==> src/hw/rtl/fcs_pkg.sv <==
// Package of the FAST corner score block: sizes, constants and state encoding.
// Used by fast_corner_score and fcs_checker; depends on nothing.
package fcs_pkg;

  localparam int CIRCLE_POINTS = 16;
  localparam int PIXEL_BITS    = 8;
  localparam int ARC_LEN       = 9;
  localparam int SCORE_MAX     = 255;
  localparam int SCORE_W       = 9;

  typedef enum logic [1:0] {
    ST_IDLE,
    ST_LOAD,
    ST_SCAN,
    ST_DONE
  } fcs_state_t;

endpackage

==> src/hw/rtl/fast_corner_score.sv <==
// FAST-9 corner score over the sixteen-point circle; depends on fcs_pkg.
// Throughput: other points are taken one per cycle; after the last point the input
// stalls until the score is loaded for output. The score pass reads the difference
// memory once per entry, then rotates a window and scores one nine-point arc per cycle.
// Reset: synchronous, active low; clears the point count, state and output valid.
module fast_corner_score #(
  parameter int PIXEL_BITS = fcs_pkg::PIXEL_BITS
) (
  input  logic                               clk,
  input  logic                               rst_n,
  input  logic                               in_valid,
  output logic                               in_stall,
  input  logic [PIXEL_BITS-1:0]              in_center_pixel,
  input  logic [PIXEL_BITS-1:0]              in_circle_pixel,
  input  logic                               in_last_point,
  output logic                               out_valid,
  input  logic                               out_stall,
  output logic signed [fcs_pkg::SCORE_W-1:0] out_corner_score
);

  localparam int DW    = PIXEL_BITS + 1;
  localparam int NPTS  = fcs_pkg::CIRCLE_POINTS;
  localparam int IDX_W = $clog2(NPTS);
  localparam int CNT_W = IDX_W + 1;
  localparam logic signed [DW-1:0] DIFF_MAX = {1'b0, {PIXEL_BITS{1'b1}}};
  localparam logic signed [DW:0]   SAT      = (DW+1)'(fcs_pkg::SCORE_MAX);

  fcs_pkg::fcs_state_t state_r, state_nxt;

  logic signed [DW-1:0] mem [NPTS];
  logic signed [DW-1:0] rdata_r;
  logic signed [DW-1:0] win_r [NPTS];
  logic signed [DW-1:0] lo_r, lo_nxt;
  logic signed [DW-1:0] mx_r, mx_nxt;
  logic [IDX_W-1:0]     pc_r;
  logic [CNT_W-1:0]     cnt_r, cnt_nxt;
  logic                 out_valid_r;
  logic signed [fcs_pkg::SCORE_W-1:0] score_r;

  logic in_acc;
  logic out_free;
  logic load_go;
  logic shift_load;
  logic rotate;
  logic out_load;
  logic signed [DW-1:0] diff;
  logic signed [DW-1:0] arc_min;
  logic signed [DW-1:0] arc_max;
  logic signed [DW:0]   hi;
  logic signed [DW:0]   neg_lo;
  logic signed [DW:0]   sc;

  assign in_acc   = in_valid && !in_stall;
  assign out_free = !out_valid_r || !out_stall;
  assign diff     = $signed({1'b0, in_center_pixel}) - $signed({1'b0, in_circle_pixel});

  always_comb begin
    state_nxt = state_r;
    unique case (state_r)
      fcs_pkg::ST_IDLE: begin
        if (in_acc && in_last_point) state_nxt = fcs_pkg::ST_LOAD;
      end
      fcs_pkg::ST_LOAD: begin
        if (cnt_r == CNT_W'(NPTS)) state_nxt = fcs_pkg::ST_SCAN;
      end
      fcs_pkg::ST_SCAN: begin
        if (cnt_r == CNT_W'(NPTS - 1)) state_nxt = fcs_pkg::ST_DONE;
      end
      fcs_pkg::ST_DONE: begin
        if (out_free) state_nxt = fcs_pkg::ST_IDLE;
      end
      default: state_nxt = fcs_pkg::ST_IDLE;
    endcase
  end

  always_comb begin
    in_stall   = 1'b1;
    load_go    = 1'b0;
    shift_load = 1'b0;
    rotate     = 1'b0;
    out_load   = 1'b0;
    unique case (state_r)
      fcs_pkg::ST_IDLE: begin
        in_stall = 1'b0;
        load_go  = in_acc && in_last_point;
      end
      fcs_pkg::ST_LOAD: begin
        shift_load = (cnt_r != '0);
      end
      fcs_pkg::ST_SCAN: begin
        rotate = 1'b1;
      end
      fcs_pkg::ST_DONE: begin
        out_load = out_free;
      end
      default: in_stall = 1'b1;
    endcase
  end

  always_comb begin
    arc_min = win_r[0];
    arc_max = win_r[0];
    for (int i = 1; i < fcs_pkg::ARC_LEN; i++) begin
      if (win_r[i] < arc_min) arc_min = win_r[i];
      if (win_r[i] > arc_max) arc_max = win_r[i];
    end
  end

  always_comb begin
    cnt_nxt = cnt_r + CNT_W'(1);
    if (load_go || (state_r == fcs_pkg::ST_LOAD && cnt_r == CNT_W'(NPTS))) begin
      cnt_nxt = '0;
    end
    lo_nxt = lo_r;
    mx_nxt = mx_r;
    if (state_r == fcs_pkg::ST_LOAD) begin
      lo_nxt = '0;
      mx_nxt = DIFF_MAX;
    end else if (rotate) begin
      if (arc_min > lo_r) lo_nxt = arc_min;
      if (arc_max < mx_r) mx_nxt = arc_max;
    end
  end

  always_comb begin
    neg_lo = -$signed({lo_r[DW-1], lo_r});
    hi     = ($signed({mx_r[DW-1], mx_r}) < neg_lo) ? $signed({mx_r[DW-1], mx_r}) : neg_lo;
    sc     = -hi - (DW+1)'(1);
  end

  always_ff @(posedge clk) begin
    if (in_acc) begin
      mem[pc_r] <= diff;
    end
    rdata_r <= mem[cnt_r[IDX_W-1:0]];
  end

  always_ff @(posedge clk) begin
    if (shift_load) begin
      for (int i = 0; i < NPTS - 1; i++) win_r[i] <= win_r[i+1];
      win_r[NPTS-1] <= rdata_r;
    end else if (rotate) begin
      for (int i = 0; i < NPTS - 1; i++) win_r[i] <= win_r[i+1];
      win_r[NPTS-1] <= win_r[0];
    end
    lo_r  <= lo_nxt;
    mx_r  <= mx_nxt;
    cnt_r <= cnt_nxt;
    if (out_load) begin
      score_r <= (sc > SAT) ? SAT[fcs_pkg::SCORE_W-1:0] : sc[fcs_pkg::SCORE_W-1:0];
    end
  end

  always_ff @(posedge clk) begin
    if (!rst_n) begin
      state_r     <= fcs_pkg::ST_IDLE;
      pc_r        <= '0;
      out_valid_r <= 1'b0;
    end else begin
      state_r <= state_nxt;
      if (in_acc) begin
        pc_r <= in_last_point ? '0 : pc_r + IDX_W'(1);
      end
      if (out_load) begin
        out_valid_r <= 1'b1;
      end else if (!out_stall) begin
        out_valid_r <= 1'b0;
      end
    end
  end

  assign out_valid        = out_valid_r;
  assign out_corner_score = score_r;

endmodule

==> config.mk <==
export PLATFORM = sky130hd
export DESIGN_NAME = fast_corner_score
export DESIGN_NICKNAME = d
export VERILOG_FILES = /design/src/hw/rtl/fcs_pkg.sv /design/src/hw/rtl/fast_corner_score.sv
export SDC_FILE = /design/constraint.sdc
export NUM_CORES = 1
export LEC_CHECK = 0
export BUFFER_PORTS_ARGS = -buffer_cell sky130_fd_sc_hd__buf_2
export CAP_MARGIN = 20
export CORE_MARGIN = 3
export CORE_UTILIZATION = 65
export CTS_BUF_LIST = sky130_fd_sc_hd__clkbuf_8
export DETAILED_ROUTE_END_ITERATION = 16
export PLACE_DENSITY_LB_ADDON = 0.3
export SYNTH_ARGS = -nofsm -noshare
export SYNTH_HDL_FRONTEND = slang
export SYNTH_SLANG_ARGS = --single-unit
==> constraint.sdc <==
create_clock -name clk -period 19.9 [get_ports clk]
set_input_delay 0.995 -clock clk [delete_from_list [all_inputs] [get_ports clk]]
set_output_delay 0.995 -clock clk [all_outputs]
set_load 0.02 [all_outputs]
### After elaboration in Yosys (flattened, before gate mapping)

Memories as Yosys holds them, arrays and structs flattened. A register that Yosys moved wholly into a read port is not among the register bits.
Cells that the tools add are included.
Widths: inputs -> output; s select.

| operators by class | value |
|---|---|
| $add $sub $neg | 6 |
| multiply operators | 0 |
| div/mod/pow operators | 0 |
| order comparisons | 20 |
| equality and inequality tests | 10 |
| shift-type cells | 0 |
| multiplexer cells | 53 |
| bitwise operators | 16 |
| reductions and logical operators | 12 |

Operators by type and width:

| cell | count |
|---|---|
| $mux 9 | 32 |
| $gt 9x9->1 | 9 |
| $lt 9x9->1 | 9 |
| $or 1x1->1 | 16 |
| $mux 1 | 14 |
| $gt 10x9->1 const B | 1 |
| $lt 9x10->1 | 1 |
| $mux 10 | 1 |
| $neg 10->10 | 1 |
| $neg 9->10 | 1 |
| $sub 10x2->10 const B | 1 |
| $sub 8x8->9 | 1 |
| $mux 2 | 4 |
| $pmux 2 s4 | 1 |
| $ne 2x1->1 const B | 3 |
| $add 5x1->5 const B | 1 |
| $eq 5x4->1 const B | 1 |
| $eq 5x5->1 const B | 1 |
| $reduce_bool 5->1 | 1 |
| $add 4x1->4 const B | 1 |
| $eq 2x2->1 const B | 2 |
| $mux 4 | 1 |
| $ne 2x2->1 const B | 2 |
| $reduce_and 2->1 | 2 |
| 6 further kinds | 10 |

| word-level totals | value |
|---|---|
| register bits after elaboration | 39 |
| latch bits | 0 |
| bits in writable memories | 288 |
| bits in read-only memories | 0 |
| input bits | 21 |
| output and inout bits | 11 |
| word-level logic and storage cells | 126 |
| memories kept | 2 |

Memories:

| memory | depth | bits a word | rd ports | clocked after Yosys merged registers in | wr ports | line | text |
|---|---|---|---|---|---|---|---|
| mem | 16 | 9 | 1 | 1 | 1 | fast_corner_score.sv:30 | `logic signed [DW-1:0] mem [NPTS];` |
| win_r | 16 | 9 | 16 | 0 | 16 | fast_corner_score.sv:32 | `logic signed [DW-1:0] win_r [NPTS];` |

### Longest topological paths before layout

Gate-level depths: netlist of the first run.

| depth | value |
|---|---|
| depth in word-level cells | 18 |
| mapped depth | 93 |
| depth with buffers taken out | 83 |

### Least setup slack after synthesis of the first run

No wires, ideal clock.

| path | value |
|---|---|
| path type | register to register |
| start point | mem win_r[1][6] (netlist bit) |
| end point | reg lo_r[1] |
| setup time | 0.127 ns |
| data arrival time | 16.992 ns |
| data required time | 19.773 ns |
| path slack | 2.782 ns |
| cell stages (with the launch flop) | 82 |
| path buffers | 7 |
| clock period less this slack | 17.118 ns |
| path through | edfxtp_1 > ha_1 > a21o_1 > a211oi_1 > nand3_1 > a21boi_0 > nor2_1 > ha_1 > a21o_1 > a2111o_1 > a21o_2 > nand2_1 > o31ai_1 > a311o_2 > ha_1 > a211oi_1 > nor2_1 > o41ai_2 > [... 46 more ...] > nor2b_1 > o21ai_0 > nand3_1 > o31ai_1 > clkbuf_1 > o21ai_1 > ha_1 > nor2b_1 > o21a_1 > o21a_1 > o21a_1 > o21a_1 > o21a_1 > o21ai_0 > a21oi_1 > dlygate4sd3_1 > a41oi_1 > o31ai_2 |

RTL lines:

| item | line | text |
|---|---|---|
| start, declared | fast_corner_score.sv:32 |  |
| end signal, assigned | fast_corner_score.sv:146 | `lo_r <= lo_nxt;` |
| end, declared | fast_corner_score.sv:33 | `logic signed [DW-1:0] lo_r, lo_nxt;` |

==> results.txt, run 1 <==
outcome: finished clean
R2R cell count: 77
Final HPWL DP: 33.0 mm
1st-pass router iterations: 8
Reg clk slew, reported paths: 0.06 ns
CP peak stage delay: 0.65 ns
met2 usage: 47.1%
path type of the worst setup path: reg2reg
final setup vio count: 0
Syn Nets: 1737
Port Buffers: 31
Reg area: 9700 µm²
main combinational cell family by area after synthesis: compound AO/OA/AOI/OAI gates
drc violations: 0
die span in y: 177 µm
mux cell area share after synthesis: 7.72%
mapped cell area: 19000 µm²
WHS Path Cells: 0
Root Buffer: clkbuf_8
Slew headroom: 26.7%
share of layout cells above drive strength 1: 15.1%
CTS Buf Count: 54
max-cap viol count: 0
Fin Clk Skew: 0.0430 ns
Synth async-reset ratio: 0%
pin count of the biggest net entering global routing: 75
Antenna Cells: 0
Arr. time, crit path: 19.14 ns
routed vias: 13400
IO Count: 32
hold path start: win_r[9][2]$_DFFE_PP_
initial core utilization: 67.2%
ranking of synthesized cells by area: edfxtp_1, ha_1, mux4_2
count of pins over their slew limit: 0
fin crit period: 18.66 ns
leading cell types in the layout, fill and taps excluded: edfxtp_1, ha_1, inv_1
FILL cells: 1810
Worst-Margin Slew: 1.10 ns
DRT antenna net count: 0
kind of end point of the critical path: register
post-CTS setup buffer count: 0
Yosys reg bits: 336
area leader, netlist: edfxtp_1
synthesis-to-finish area growth: 8.45%
met1 Use GR: 40.7%
num rows: 61
Compound-Gate Fraction of Synth Area: 15.3%
xor and xnor area share after synthesis: 0.691%
nets: 1790
CTS tree: yes
startpoint class of the critical path: register
Crit path required time: 20.39 ns
DRT Wirelength: 46.0 mm
Die Wd: 177 µm
WHS Endpoint: win_r[8][2]$_DFFE_PP_
M3 GR Usage: 3.99%
RR Startpoint: win_r[1][6]$_DFFE_PP_
Non-Filler Instances: 2017
CTS H-tree depth: 2
worst reg2reg setup slack: 1.24 ns
min-delay worst type: reg2reg
RR Endpoint: lo_r[1]$_SDFFE_PP0P_
core area: 28300 µm²
critical path peak fanout: 32
distinct cell type count after synthesis: 83
final worst-path cycle share: 93.8%
Clock Path Buffers: 3
vias per cell: 6.63
synthesized area per cell: 12.3 µm²
GRT Total Usage: 29.3%
Clock Latency Late Sink: 0.62 ns
CP most frequent cell: ha_1
Fin Hold WS: 0.396 ns
Placer Congestion: 0.941
Syn Inst Count: 1541
Overflow after GRT: 0
first-pass GRT wire length: 71.3 mm
Synth Warn #: 0
drt wl/cell: 22.8 µm
area of the multi-input gates: 8740 µm²
number of synthesized flops with an enable pin: 297
Post-synth top flop: edfxtp_1
post-synth top area share: 46.9%
Layout Utilization: 72.8%
Top Usage Layer GRT: met2
Final Hold Vio Count: 0
initial antenna violation count: 0
Crit-path slowest cell: a311oi_1
Iter 0 DRT Violations: 1475
clock sinks: 336
dpl cells: 1910
post-synthesis sequential area ratio: 51.0%
most common cell after layout, fill and taps aside: edfxtp_1
Max Fclk: 53.6 MHz
vias in the first global route: 13100
die area: 31300 µm²
Post-Synth Adder-Cell Area: 11.6%
Synth Area in Simple Gates: 10.5%
## worst max-delay path, delay by kind of cell (launching register included)
kind | cells | cell delay, ns
fa+ha+maj | 9 | 2.55
simple gates | 22 | 4.19
buf+inv | 2 | 0.54
compound gates | 43 | 10.42
flops | 1 | 0.43
mux | 1 | 0.37
## synth_stat cells, drive strengths merged (18+ instances only)
cell    number
edfxtp     297
ha         174
nor2        99
inv         94
a21oi       64
o21ai       61
nand2       58
nor3        54
mux4        45
o31ai       40
a21o        39
dfxtp       39
and2        35
nand4       30
mux2        29
clkbuf      28
a211oi      24
buf         24
o211ai      23
nor2b       22
o21a        20
o21bai      18
## sequential cells by signal, summed over array words and instances, names as in the netlist
signal            cells
cnt_r                 5
lo_r                  9
mem                 144
mx_r                  9
out_corner_score      9
out_valid             1
pc_r                  4
rdata_r               9
state_r               2
win_r               144
## worst max-delay path by stage
stage,from,endpoint,slack [ns],cells after the start
floorplan,win_r[1][6]$_DFFE_PP_,lo_r[1]$_SDFFE_PP0P_,2.78,81
global placement,win_r[1][6]$_DFFE_PP_,lo_r[8]$_SDFFE_PP0P_,1.00,78
detailed placement,win_r[1][6]$_DFFE_PP_,lo_r[1]$_SDFFE_PP0P_,0.64,78
CTS,win_r[1][6]$_DFFE_PP_,lo_r[1]$_SDFFE_PP0P_,0.53,78
global route,win_r[0][6]$_DFFE_PP_,lo_r[5]$_SDFFE_PP0P_,-0.05,79
finish,win_r[1][6]$_DFFE_PP_,lo_r[1]$_SDFFE_PP0P_,1.24,77
## cell families after synthesis
logic type               count (synthesis)
AO/OA/AOI/OAI                          396
XOR/XNOR                                15
adder cells (fa/ha/maj)                175
buffers and inverters                  148
flip-flops                             336
multiplexers                            86
AND/OR/NAND/NOR                        385
## per-layer routing
layer	vias up	wire length (µm)
li1	6144	-
met1	6425	18900
met2	672	21800
met3	129	3600
met4	0	1660
met5	-	0
## repair_timing
item / in CTS / in global routing
setup endpoints to repair: 0 / 9
hold buffers: 0 / 0
hold endpoints to repair: 0 / 0
gates resized for setup: 0 / 6
## cell type report
cell class	count	share of cell area (%)
multi-input combinational	1057	42.4
timing repair buffer	50	1.44
clock buffer	56	3.74
tap	378	2.29
inverter	95	1.73
clock inverter	45	1.41
sequential	336	47.0
## stage by stage
stage	cell area (µm²)	setup WS [ns]	setup TNS (ns)
2_1_floorplan	19000	2.78	0
3_3_place_gp	19500	1.00	0
3_5_place_dp	19500	0.641	0
4_1_cts	20600	0.534	0
5_1_grt	20600	-0.0518	-0.0682
6_report	20600	1.24	0
Power of run 1 is left out: the tool's default activity adds up to more than one toggle a clock period on the data nets, which glitch-free logic cannot reach.
==> run 2: changes to the inputs <==
- BUFFER_PORTS_ARGS: -buffer_cell sky130_fd_sc_hd__buf_2 -> default
- DONT_BUFFER_PORTS: default -> 1
- GPL_TIMING_DRIVEN: default -> 0
==> results.txt, run 2 (synthesis gave the netlist of run 1 again) <==
CP peak stage delay: 0.75 ns (was 0.65 ns)
vias in the first global route: 13300 (was 13100)
Crit path required time: 20.36 ns (was 20.39 ns)
first-pass GRT wire length: 71.7 mm (was 71.3 mm)
Buffers & Inverters on Critical Path: 13 (was 2)
path type of the worst setup path: reg2reg (unchanged)
1st-pass router iterations: 6 (was 8)
Worst-Margin Slew: 0.990 ns (was 1.10 ns)
CTS Buf Count: 53 (was 54)
Antenna Cells: 0 (unchanged)
outcome: finished clean (unchanged)
Non-Filler Instances: 2042 (was 2017)
FILL cells: 1765 (was 1810)
critical path peak fanout: 10 (was 32)
max-cap viol count: 0 (unchanged)
most common cell after layout, fill and taps aside: edfxtp_1 (unchanged)
clock sinks: 336 (unchanged)
RR Startpoint: win_r[0][7]$_DFFE_PP_ (was win_r[1][6]$_DFFE_PP_)
fin crit period: 18.87 ns (was 18.66 ns)
final setup vio count: 0 (unchanged)
CP top delay family: compound AO/OA/AOI/OAI gates (unchanged)
pin count of the biggest net entering global routing: 74 (was 75)
Fin Clk Skew: 0.0450 ns (was 0.0430 ns)
min-delay worst type: reg2reg (unchanged)
kind of end point of the critical path: register (unchanged)
R2R cell count: 88 (was 77)
Iter 0 DRT Violations: 1492 (was 1475)
CP startpoint: win_r[0][7]$_DFFE_PP_ (was win_r[1][6]$_DFFE_PP_)
synthesis-to-finish area growth: 9.55% (was 8.45%)
DRT antenna net count: 0 (unchanged)
Arr. time, crit path: 19.33 ns (was 19.14 ns)
Root Buffer: clkbuf_8 (unchanged)
Max Fclk: 53.0 MHz (was 53.6 MHz)
DRT Wirelength: 45.9 mm (was 46.0 mm)
CP most frequent cell: ha_1 (unchanged)
CTS H-tree depth: 2 (unchanged)
worst setup path endpoint: lo_r[1]$_SDFFE_PP0P_ (unchanged)
biggest regs: mem x144, win_r x144 (unchanged)
core area: 28300 µm² (unchanged)
final worst-path cycle share: 94.8% (was 93.8%)
startpoint class of the critical path: register (unchanged)
drt wl/cell: 22.5 µm (was 22.8 µm)
die area: 31300 µm² (unchanged)
worst reg2reg setup slack: 1.03 ns (was 1.24 ns)
CTS tree: yes (unchanged)
Placer Congestion: 0.994 (was 0.941)
drc violations: 0 (unchanged)
Final Hold Vio Count: 0 (unchanged)
Overflow after GRT: 0 (unchanged)
Clock Latency Late Sink: 0.61 ns (was 0.62 ns)
Crit. path cell count: 88 (was 77)
Reg clk slew, reported paths: 0.06 ns (about the same)
leading cell types in the layout, fill and taps excluded: edfxtp_1, ha_1, inv_1 (unchanged)
IO Count: 32 (unchanged)
Crit-path slowest cell: dlygate4sd3_1 (was a311oi_1)
RR Endpoint: lo_r[1]$_SDFFE_PP0P_ (unchanged)
count of pins over their slew limit: 0 (unchanged)
hold-fix buffers at CTS: 0 (unchanged)
Final HPWL DP: 33.1 mm (was 33.0 mm)
nets: 1818 (was 1790)
GRT Total Usage: 29.4% (was 29.3%)
initial core utilization: 67.2% (unchanged)
routed vias: 13600 (was 13400)
dpl cells: 1927 (was 1910)
share of layout cells above drive strength 1: 15.1% (about the same)
Slew headroom: 33.5% (was 26.7%)
vias per cell: 6.64 (was 6.63)
Die Wd: 177 µm (unchanged)
die span in y: 177 µm (unchanged)
Port Buffers: 0 (was 31)
Clock Path Buffers: 3 (unchanged)
initial antenna violation count: 0 (unchanged)
num rows: 61 (unchanged)
[run 2: per-stage QoR]
| stage | setup slack (ns) | utilization, % | setup TNS [ns] | hold slack, ns | instance area (µm²) |
|---|---|---|---|---|---|
| after global routing | -0.111 | 73.6 | -0.419 | 0.420 | 20800 |
| after global placement | 0.295 | 68.8 | 0 | 0.401 | 19500 |
| after floorplan | 2.78 | - | 0 | 0.400 | 19000 |
| after detailed placement | -0.106 | 69.2 | -0.387 | 0.405 | 19600 |
| final | 1.03 | 73.6 | 0 | 0.418 | 20800 |
| after CTS | 0.0158 | 72.7 | 0 | 0.410 | 20600 |
[run 2: per-layer routing]
layer | GRT usage [%] | vias up | share of wire, %
li1 | - | 6197 | -
met1 | 39.9 | 6549 | 41
met2 | 48.6 | 677 | 48
met3 | 4.72 | 132 | 8.3
met4 | 10.0 | 0 | 3.3
met5 | 0 | - | 0
[run 2: layout make-up]
type / instances / area [µm²] / share of cell area, %
clock inverters: 44 / 260 / 1.25
well taps: 378 / 473 / 2.27
inverters: 95 / 357 / 1.71
multi-input cells: 1057 / 8800 / 42.2
repair buffers: 26 / 236 / 1.14
plain buffers: 53 / 279 / 1.34
clock buffers: 53 / 729 / 3.50
flip-flops and latches: 336 / 9700 / 46.6
[run 2: worst min-delay path by stage]
| stage | start | slack (ns) | cells after the start | endpoint |
|---|---|---|---|---|
| after floorplan | win_r[11][0]$_DFFE_PP_ | 0.40 | 0 | win_r[10][0]$_DFFE_PP_ |
| after global placement | win_r[14][7]$_DFFE_PP_ | 0.40 | 0 | win_r[13][7]$_DFFE_PP_ |
| after detailed placement | win_r[11][6]$_DFFE_PP_ | 0.40 | 0 | win_r[10][6]$_DFFE_PP_ |
| after CTS | win_r[10][1]$_DFFE_PP_ | 0.41 | 0 | win_r[9][1]$_DFFE_PP_ |
| after global routing | win_r[9][0]$_DFFE_PP_ | 0.42 | 0 | win_r[8][0]$_DFFE_PP_ |
| final | win_r[13][1]$_DFFE_PP_ | 0.42 | 0 | win_r[12][1]$_DFFE_PP_ |
[run 2: repair_timing]
item,4_1_cts,5_1_grt
buffers inserted,0,11
setup endpoints to repair,8,18
gates resized for setup,2,36
pin swaps,0,2
hold endpoints to repair,0,0
Power of run 2 is left out for the same reason.
